`config.mk`:
```
export PLATFORM = sky130hd
export DESIGN_NAME = buzzer_pattern_sequencer
export DESIGN_NICKNAME = d
export VERILOG_FILES = /design/src/rtl/bps_pkg.sv /design/src/rtl/bps_channel.sv /design/src/rtl/buzzer_pattern_sequencer.sv
export SDC_FILE = /design/constraint.sdc
export NUM_CORES = 1
export LEC_CHECK = 0
export BUFFER_PORTS_ARGS = -buffer_cell sky130_fd_sc_hd__buf_4
export CORE_ASPECT_RATIO = 1.4
export CORE_MARGIN = 5
export CORE_UTILIZATION = 65
export CTS_BUF_LIST = sky130_fd_sc_hd__clkbuf_8
export DETAILED_ROUTE_END_ITERATION = 8
export HOLD_SLACK_MARGIN = 0.02
export PLACE_DENSITY = 0.82
export SLEW_MARGIN = 20
export SYNTH_ARGS = -nofsm -noshare
export SYNTH_HDL_FRONTEND = slang
export SYNTH_SLANG_ARGS = --single-unit
```
`constraint.sdc`:
```
create_clock -name clk -period 7.9 [get_ports clk]
set_input_delay 0.395 -clock clk [delete_from_list [all_inputs] [get_ports clk]]
set_output_delay 0.395 -clock clk [all_outputs]
set_load 0.01 [all_outputs]
```
`src/rtl/bps_pkg.sv`:
```
// Shared types and constants of the buzzer pattern sequencer.
package bps_pkg;

	typedef enum logic {
		REQ_SET  = 1'b0,
		REQ_TICK = 1'b1
	} req_t;

	typedef enum logic [2:0] {
		MODE_OFF        = 3'd0,
		MODE_ON         = 3'd1,
		MODE_TROUBLE    = 3'd2,
		MODE_ALARM      = 3'd3,
		MODE_FOUR_BEEPS = 3'd4,
		MODE_ONE_MINUTE = 3'd5
	} mode_t;

	localparam int LIMIT_BITS  = 10;
	localparam int REPORT_BITS = 4;

	localparam logic [31:0] PAT_TROUBLE    = 32'h0000_0007;
	localparam logic [31:0] PAT_ALARM      = 32'h0000_0C1F;
	localparam logic [31:0] PAT_FOUR_BEEPS = 32'h0000_0003;

	localparam logic [LIMIT_BITS-1:0] LIM_OFF        = LIMIT_BITS'(1);
	localparam logic [LIMIT_BITS-1:0] LIM_FOUR_BEEPS = LIMIT_BITS'(4);
	localparam logic [LIMIT_BITS-1:0] LIM_ONE_MINUTE = LIMIT_BITS'(600);

	// Command from the pipeline to one channel for the word being retired.
	typedef struct packed {
		logic       set;
		logic       tick;
		logic [2:0] mode;
	} chan_cmd_t;

	// Channel status after the command has been applied.
	typedef struct packed {
		logic drive;
		logic active;
	} chan_stat_t;

endpackage

```
`src/rtl/bps_channel.sv`:
```
// One channel of the sequencer: pattern, walking mask, on-tick limit and drive bit.
module bps_channel
	import bps_pkg::*;
#(
	parameter int PATTERN_BITS = 16
) (
	input  logic       clk,
	input  logic       arst_n,
	input  chan_cmd_t  cmd,
	output chan_stat_t stat_nxt,
	output logic       drive
);

	logic [PATTERN_BITS-1:0] pat_q, pat_n;
	logic [PATTERN_BITS-1:0] mask_q, mask_n, mask_w, mask_sh;
	logic [LIMIT_BITS-1:0]   lim_q, lim_n, lim_dec;
	logic                    drv_q, drv_n;

	assign lim_dec = lim_q - LIMIT_BITS'(1);

	always_comb begin
		pat_n   = pat_q;
		mask_n  = mask_q;
		mask_w  = mask_q;
		mask_sh = '0;
		lim_n   = lim_q;
		drv_n   = drv_q;
		if (cmd.tick) begin
			drv_n = |(pat_q & mask_q);
			// The limit only runs down while the buzzer is sounding.
			if (drv_n && (lim_q != '0)) begin
				lim_n = lim_dec;
				if (lim_dec == '0) begin
					pat_n  = '0;
					mask_w = '0;
				end
			end
			mask_sh = {mask_w[PATTERN_BITS-2:0], 1'b0};
			mask_n  = (mask_sh == '0) ? PATTERN_BITS'(1) : mask_sh;
		end else if (cmd.set) begin
			unique case (cmd.mode)
				MODE_OFF: begin
					pat_n  = '0;
					lim_n  = LIM_OFF;
					mask_n = '0;
				end
				MODE_ON: begin
					pat_n  = '1;
					lim_n  = '0;
					mask_n = PATTERN_BITS'(1);
				end
				MODE_TROUBLE: begin
					pat_n  = PAT_TROUBLE[PATTERN_BITS-1:0];
					lim_n  = '0;
					mask_n = PATTERN_BITS'(1);
				end
				MODE_ALARM: begin
					pat_n  = PAT_ALARM[PATTERN_BITS-1:0];
					lim_n  = '0;
					mask_n = PATTERN_BITS'(1);
				end
				MODE_FOUR_BEEPS: begin
					pat_n  = PAT_FOUR_BEEPS[PATTERN_BITS-1:0];
					lim_n  = LIM_FOUR_BEEPS;
					mask_n = PATTERN_BITS'(1);
				end
				MODE_ONE_MINUTE: begin
					// The mask keeps its current position.
					pat_n = PAT_ALARM[PATTERN_BITS-1:0];
					lim_n = LIM_ONE_MINUTE;
				end
				default: begin
				end
			endcase
		end
	end

	always_ff @(posedge clk or negedge arst_n) begin
		if (!arst_n) begin
			pat_q  <= '0;
			mask_q <= '0;
			lim_q  <= '0;
			drv_q  <= 1'b0;
		end else begin
			pat_q  <= pat_n;
			mask_q <= mask_n;
			lim_q  <= lim_n;
			drv_q  <= drv_n;
		end
	end

	assign stat_nxt.drive  = drv_n;
	assign stat_nxt.active = (pat_n != '0);
	assign drive           = drv_q;

endmodule

```
`src/rtl/buzzer_pattern_sequencer.sv`:
```
// Top level of the buzzer pattern sequencer: input register, channels, result register.
//
// Usage: each word on the s_axis channel is either a set request (tuser = 0),
// which loads one channel from a mode, or a 100 ms tick (tuser = 1), which
// advances every channel at once. Each accepted word returns exactly one
// result word on m_axis: the drive bit of channels 0 to 3 in bits 3:0 and
// their pattern-active bits in bits 7:4, both as they stand after that word.
// A set request never changes a drive bit; it shows up on the next tick.
// The accepted word lands in the input register and its result in the result
// register, which takes it as soon as it is empty or being read; m_axis_tvalid
// then rises. Throughput: one word per cycle while the receiver keeps up; the
// channel update is a single short compare, decrement and shift per channel.
// When the receiver stalls, the result register holds its word and the input
// register still takes one more word, after which s_axis_tready drops until
// the result is taken. Reset clears all patterns, masks, limits and drive
// bits, so every buzzer starts off, and empties both registers.
module buzzer_pattern_sequencer
	import bps_pkg::*;
#(
	parameter int CHANNELS     = 4,
	parameter int PATTERN_BITS = 16
) (
	input  logic       clk,
	input  logic       arst_n,
	input  logic       s_axis_tvalid,
	output logic       s_axis_tready,
	input  logic [7:0] s_axis_tdata,  // channel[1:0], mode[4:2], zero[7:5]
	input  logic       s_axis_tuser,  // req_type[0]
	output logic       m_axis_tvalid,
	input  logic       m_axis_tready,
	output logic [7:0] m_axis_tdata   // buzzer_drive[3:0], pattern_active[7:4]
);

	localparam int REPORT_CH = (CHANNELS < REPORT_BITS) ? CHANNELS : REPORT_BITS;

	logic       s1_valid_q;
	logic       s1_req_s1;
	logic [1:0] s1_channel_s1;
	logic [2:0] s1_mode_s1;
	logic       m_valid_q;
	logic [7:0] m_data_q;
	logic       advance, go;

	chan_cmd_t  cmd [CHANNELS];
	chan_stat_t stat_nxt [CHANNELS];
	logic [CHANNELS-1:0] drive_vec;

	logic [REPORT_BITS-1:0] rep_drive, rep_active, cur_drive;

	assign advance       = !m_valid_q || m_axis_tready;
	assign go            = s1_valid_q && advance;
	assign s_axis_tready = !s1_valid_q || advance;

	always_ff @(posedge clk or negedge arst_n) begin
		if (!arst_n) begin
			s1_valid_q <= 1'b0;
		end else if (s_axis_tvalid && s_axis_tready) begin
			s1_valid_q <= 1'b1;
		end else if (advance) begin
			s1_valid_q <= 1'b0;
		end
	end

	always_ff @(posedge clk) begin
		if (s_axis_tvalid && s_axis_tready) begin
			s1_req_s1     <= s_axis_tuser;
			s1_channel_s1 <= s_axis_tdata[1:0];
			s1_mode_s1    <= s_axis_tdata[4:2];
		end
	end

	for (genvar i = 0; i < CHANNELS; i++) begin : g_chan
		assign cmd[i].set  = go && (s1_req_s1 == REQ_SET) && (32'(s1_channel_s1) == i);
		assign cmd[i].tick = go && (s1_req_s1 == REQ_TICK);
		assign cmd[i].mode = s1_mode_s1;

		bps_channel #(
			.PATTERN_BITS(PATTERN_BITS)
		) u_chan (
			.clk     (clk),
			.arst_n  (arst_n),
			.cmd     (cmd[i]),
			.stat_nxt(stat_nxt[i]),
			.drive   (drive_vec[i])
		);
	end

	// Only the first four channels are reported.
	always_comb begin
		rep_drive  = '0;
		rep_active = '0;
		cur_drive  = '0;
		for (int i = 0; i < REPORT_CH; i++) begin
			rep_drive[i]  = stat_nxt[i].drive;
			rep_active[i] = stat_nxt[i].active;
			cur_drive[i]  = drive_vec[i];
		end
	end

	always_ff @(posedge clk or negedge arst_n) begin
		if (!arst_n) begin
			m_valid_q <= 1'b0;
		end else if (advance) begin
			m_valid_q <= s1_valid_q;
		end
	end

	always_ff @(posedge clk) begin
		if (go) begin
			m_data_q <= {rep_active, rep_drive};
		end
	end

	assign m_axis_tvalid = m_valid_q;
	assign m_axis_tdata  = m_data_q;

	a_s1_holds: assert property (@(posedge clk) disable iff (!arst_n)
		s1_valid_q && !advance |=> s1_valid_q)
		else $error("input register dropped a word under stall");

	a_result_follows: assert property (@(posedge clk) disable iff (!arst_n)
		go |=> m_axis_tvalid)
		else $error("retired word produced no result");

	a_set_keeps_drive: assert property (@(posedge clk) disable iff (!arst_n)
		go && (s1_req_s1 == REQ_SET) |=> m_axis_tdata[3:0] == $past(cur_drive))
		else $error("set request changed a drive bit");

endmodule

```
==> key figures <==
Min path
  – Min-Delay Path Class: in2async

Worst setup path
  – Critical Path Start Type: flop
  – Critical Path Fanout Max: 16
  – R2R Path End: g_chan[0].u_chan.mask_q[15]
  – R2r startpoint: g_chan[0].u_chan.lim_q[0]
  – Type of the worst setup path: reg2reg
  – Worst setup EP type: flop
  – Slowest stage cell on the critical path: nor4b_1
  – Crit path cell chain: inv_1 -> ha_1 -> nor4b_1 -> xnor2_1 -> nand3_1 -> o31ai_1 -> nand3_1 -> a32o_1
  – CP Data Arrival Time: 3.51 ns
  – Slowest stage delay, CP: 0.71 ns
  – R2R depth: 8
  – R2R Setup Slk: 4.74 ns
  – CP required: 8.26 ns
  – Most used cell, CP: nand3_1

Global routing
  – First-pass GRT wire length: 36,070 um
  – Grt ovf: 0
  – Largest net degree at the start of global routing: 115
  – Initial antenna violation count: 0
  – Total track usage: 27.59%
  – Vias in the first global route: 7,261

Synthesis
  – Most frequent cell after synthesis: dfrtp_1
  – Synth cell count leaders: 174 x dfrtp_1, 85 x nor2_1, 70 x a22o_1, 40 x o21ai_0
  – Ys async rst share: 92.55%
  – Synthesized area: 0.009094 sq mm
  – Distinct cells, synth: 68
  – Mapped Cells: 869
  – Yosys warning count: 0
  – Seq/Total Area, Yosys: 52.50%
  – Yosys top cell area share: 47.88%
  – Primary FF master, synth: dfrtp_1
  – #FFs+latches synth: 188
  – Dominant cells by area after synthesis: dfrtp_1 48%, a22o_1 6.7%, edfxtp_1 4.6%, nor2_1 3.5%, o21a_1 2.9%
  – Synthesized net count: 894
  – Post-synth EDFFs: 14
  – Synth area leader: dfrtp_1
  – Syn Area/Cell: 10.46 sq um

STA
  – Max Clock Skew: 0.01367 ns
  – RSZ-0062 raised after global routing: false
  – Minimum clock period: 3.157 ns
  – Fmax: 0.3168 GHz
  – Pins Over Slew Limit: 0
  – Worst slew pin tran: 1.163 ns
  – Post-route clock period utilization: 39.96%
  – Hold Vio Cnt, Final: 0
  – Setup Viol. Count Final: 0
  – Setup TNS: 0 ns
  – Slew headroom: 21.83%

Final layout
  – Nets: 894
  – Fill cell count: 1,027
  – Layout cells sized above 1: 9.977%
  – Area grow syn2layout: 6.604%
  – Antenna cells: 0
  – Register area: 0.004775 sq mm
  – Multi-input combinational cell area: 0.004026 sq mm
  – Final Instance Area: 0.009694 sq mm

Die
  – Core area: 0.01385 sq mm
  – Initial Util: 65.67%
  – Rows: 51
  – Die H: 150.0 um
  – I/O pins: 23
  – Die width: 110.0 um
  – Die Area: 0.01649 sq mm

Clocking
  – H-tree depth: 4
  – PostCTS Resize Cnt: 0
  – CTS Hold Bufs: 0
  – Root Buffer: clkbuf_8
  – CTS tree: built
  – Clk sink count: 188
  – Setup repair bufs after CTS: 0
  – Reg clk slew, reported paths: 0.10 ns
  – Num CTS Buffers: 17
  – Deepest clock path buffer count: 2
  – Worst-skew pair later-pin latency: 0.47 ns

Routing
  – Wire per inst: 19.76 um
  – Via count: 7,377
  – ANT nets after route: 0
  – TritonRoute pass-1 iters: 6
  – Remaining routing DRC violations: 0
  – Total Wirelength: 21,080 um
  – Starting DRT DRC Count: 828
  – DR vias/cell: 6.914

Power and ir drop
  – Peak VDD IR: 0.0001771 V
  – Leakage: 4.200 nW
  – P per Cell Area: 339.1 mW/mm^2
  – Total Power: 0.003288 W

Placed design
  – PortBufs: 19
  – DP Wirelength: 14,380 um
  – Placed cell areas: 0.009338 sq mm
  – Gpl congestion: 0.9200

Flow run
  – Max Cap Viol: 0

Outcome
  – Status: completed
-- per-stage QoR --
stage	std cells	hold WS (ns)	setup WS [ns]	util [%]
floorplan	869	0.09941	5.383	-
detailed placement	1035	0.4897	4.811	67.43
global placement	1035	0.4688	4.979	67.43
CTS	1067	0.07787	4.786	69.97
finish	1067	0.01160	4.743	70.01
global route	1067	0.07000	4.470	70.01
-- routing by layer --
metal	vias to the layer above	part of all wire (%)	GRT usage, %
met5	-	0	0
met4	0	3.1	11.54
met3	61	5.1	4.143
met2	287	50	44.29
met1	3676	41	37.38
li1	3353	-	-
-- report_power, final --
part	leakage, nW	total, W	internal (W)	switching (W)
clock	0.183	0.000581	0.000235	0.000346
sequential	2.39	0.00162	0.00127	0.000356
combinational	1.63	0.00109	0.000502	0.000583
total	4.20	0.00329	0.00200	0.00129
-- final cells by class --
cell class                      count  share of cell area (%)
Clock buffer                       19                   2.697
Inverter                           27                   1.045
Multi-Input combinational cell    608                   41.53
Clock inverter                     13                  0.9293
Sequential cell                   188                   49.25
Timing Repair Buffer               27                   2.155
Tap cell                          185                   2.388
-- critical path: cells and delay by family, from the launching register on --
family,cells,cell delay [ns]
flip-flops,1,0.44
buffers and inverters,1,0.12
adder cells (fa/ha/maj),1,0.29
AO/OA/AOI/OAI,2,0.59
XOR/XNOR,1,0.21
AND/OR/NAND/NOR,3,1.38
-- cells by family after synthesis --
kind of cell	synth area share, %
buffers and inverters	3.357
AND/OR/NAND/NOR	15.86
multiplexers	0.5641
AO/OA/AOI/OAI	25.48
flip-flops	52.50
adder cells (fa/ha/maj)	1.651
XOR/XNOR	0.5779
-- how the worst max path moves through the flow --
stage / start / endpoint / slack (ns) / cells past startpoint
after floorplan: g_chan[1].u_chan.lim_q[0] / m_axis_tdata[5] / 5.38 / 10
after global placement: g_chan[1].u_chan.lim_q[0] / g_chan[1].u_chan.mask_q[8] / 4.98 / 7
after detailed placement: g_chan[1].u_chan.lim_q[0] / g_chan[1].u_chan.mask_q[3] / 4.81 / 7
after CTS: g_chan[1].u_chan.lim_q[0] / g_chan[1].u_chan.mask_q[3] / 4.79 / 7
after global routing: g_chan[0].u_chan.lim_q[0] / g_chan[0].u_chan.mask_q[1] / 4.47 / 8
final: g_chan[0].u_chan.lim_q[0] / g_chan[0].u_chan.mask_q[15] / 4.74 / 8
-- registers in the layout (all words and copies together), names as in the netlist --
signal / count
g_chan.u_chan.drive: 4
s1_req_s1: 1
g_chan.u_chan.lim_q: 40
g_chan.u_chan.mask_q: 64
g_chan.u_chan.pat_q: 64
s1_valid_q: 1
m_axis_tdata: 8
s1_channel_s1: 2
m_axis_tvalid: 1
s1_mode_s1: 3
-- cells in the final DEF (no fill, tap or decap), types with 5 or more instances in the layout --
cell type and instances:
dfrtp_1 174, a22o_2 6, nand4_1 9, a31oi_1 20
o21a_1 35, and4_1 9, clkinv_2 5, nor4_1 28
or4_1 8, a32o_1 15, and3_1 6, nand2_1 37
buf_4 26, nand3_1 11, inv_1 27, a22o_1 70
nor3_1 34, a21oi_1 37, o32ai_1 7, or3_1 5
and2_1 8, a211oi_1 5, nand2b_1 9, ha_1 12
edfxtp_1 14, o31ai_1 11, a221oi_1 19, o21ai_0 40
clkbuf_8 20, nor2_1 84, or2_2 5, o22ai_1 9
Note: power is estimated with default switching activity, not from simulation.
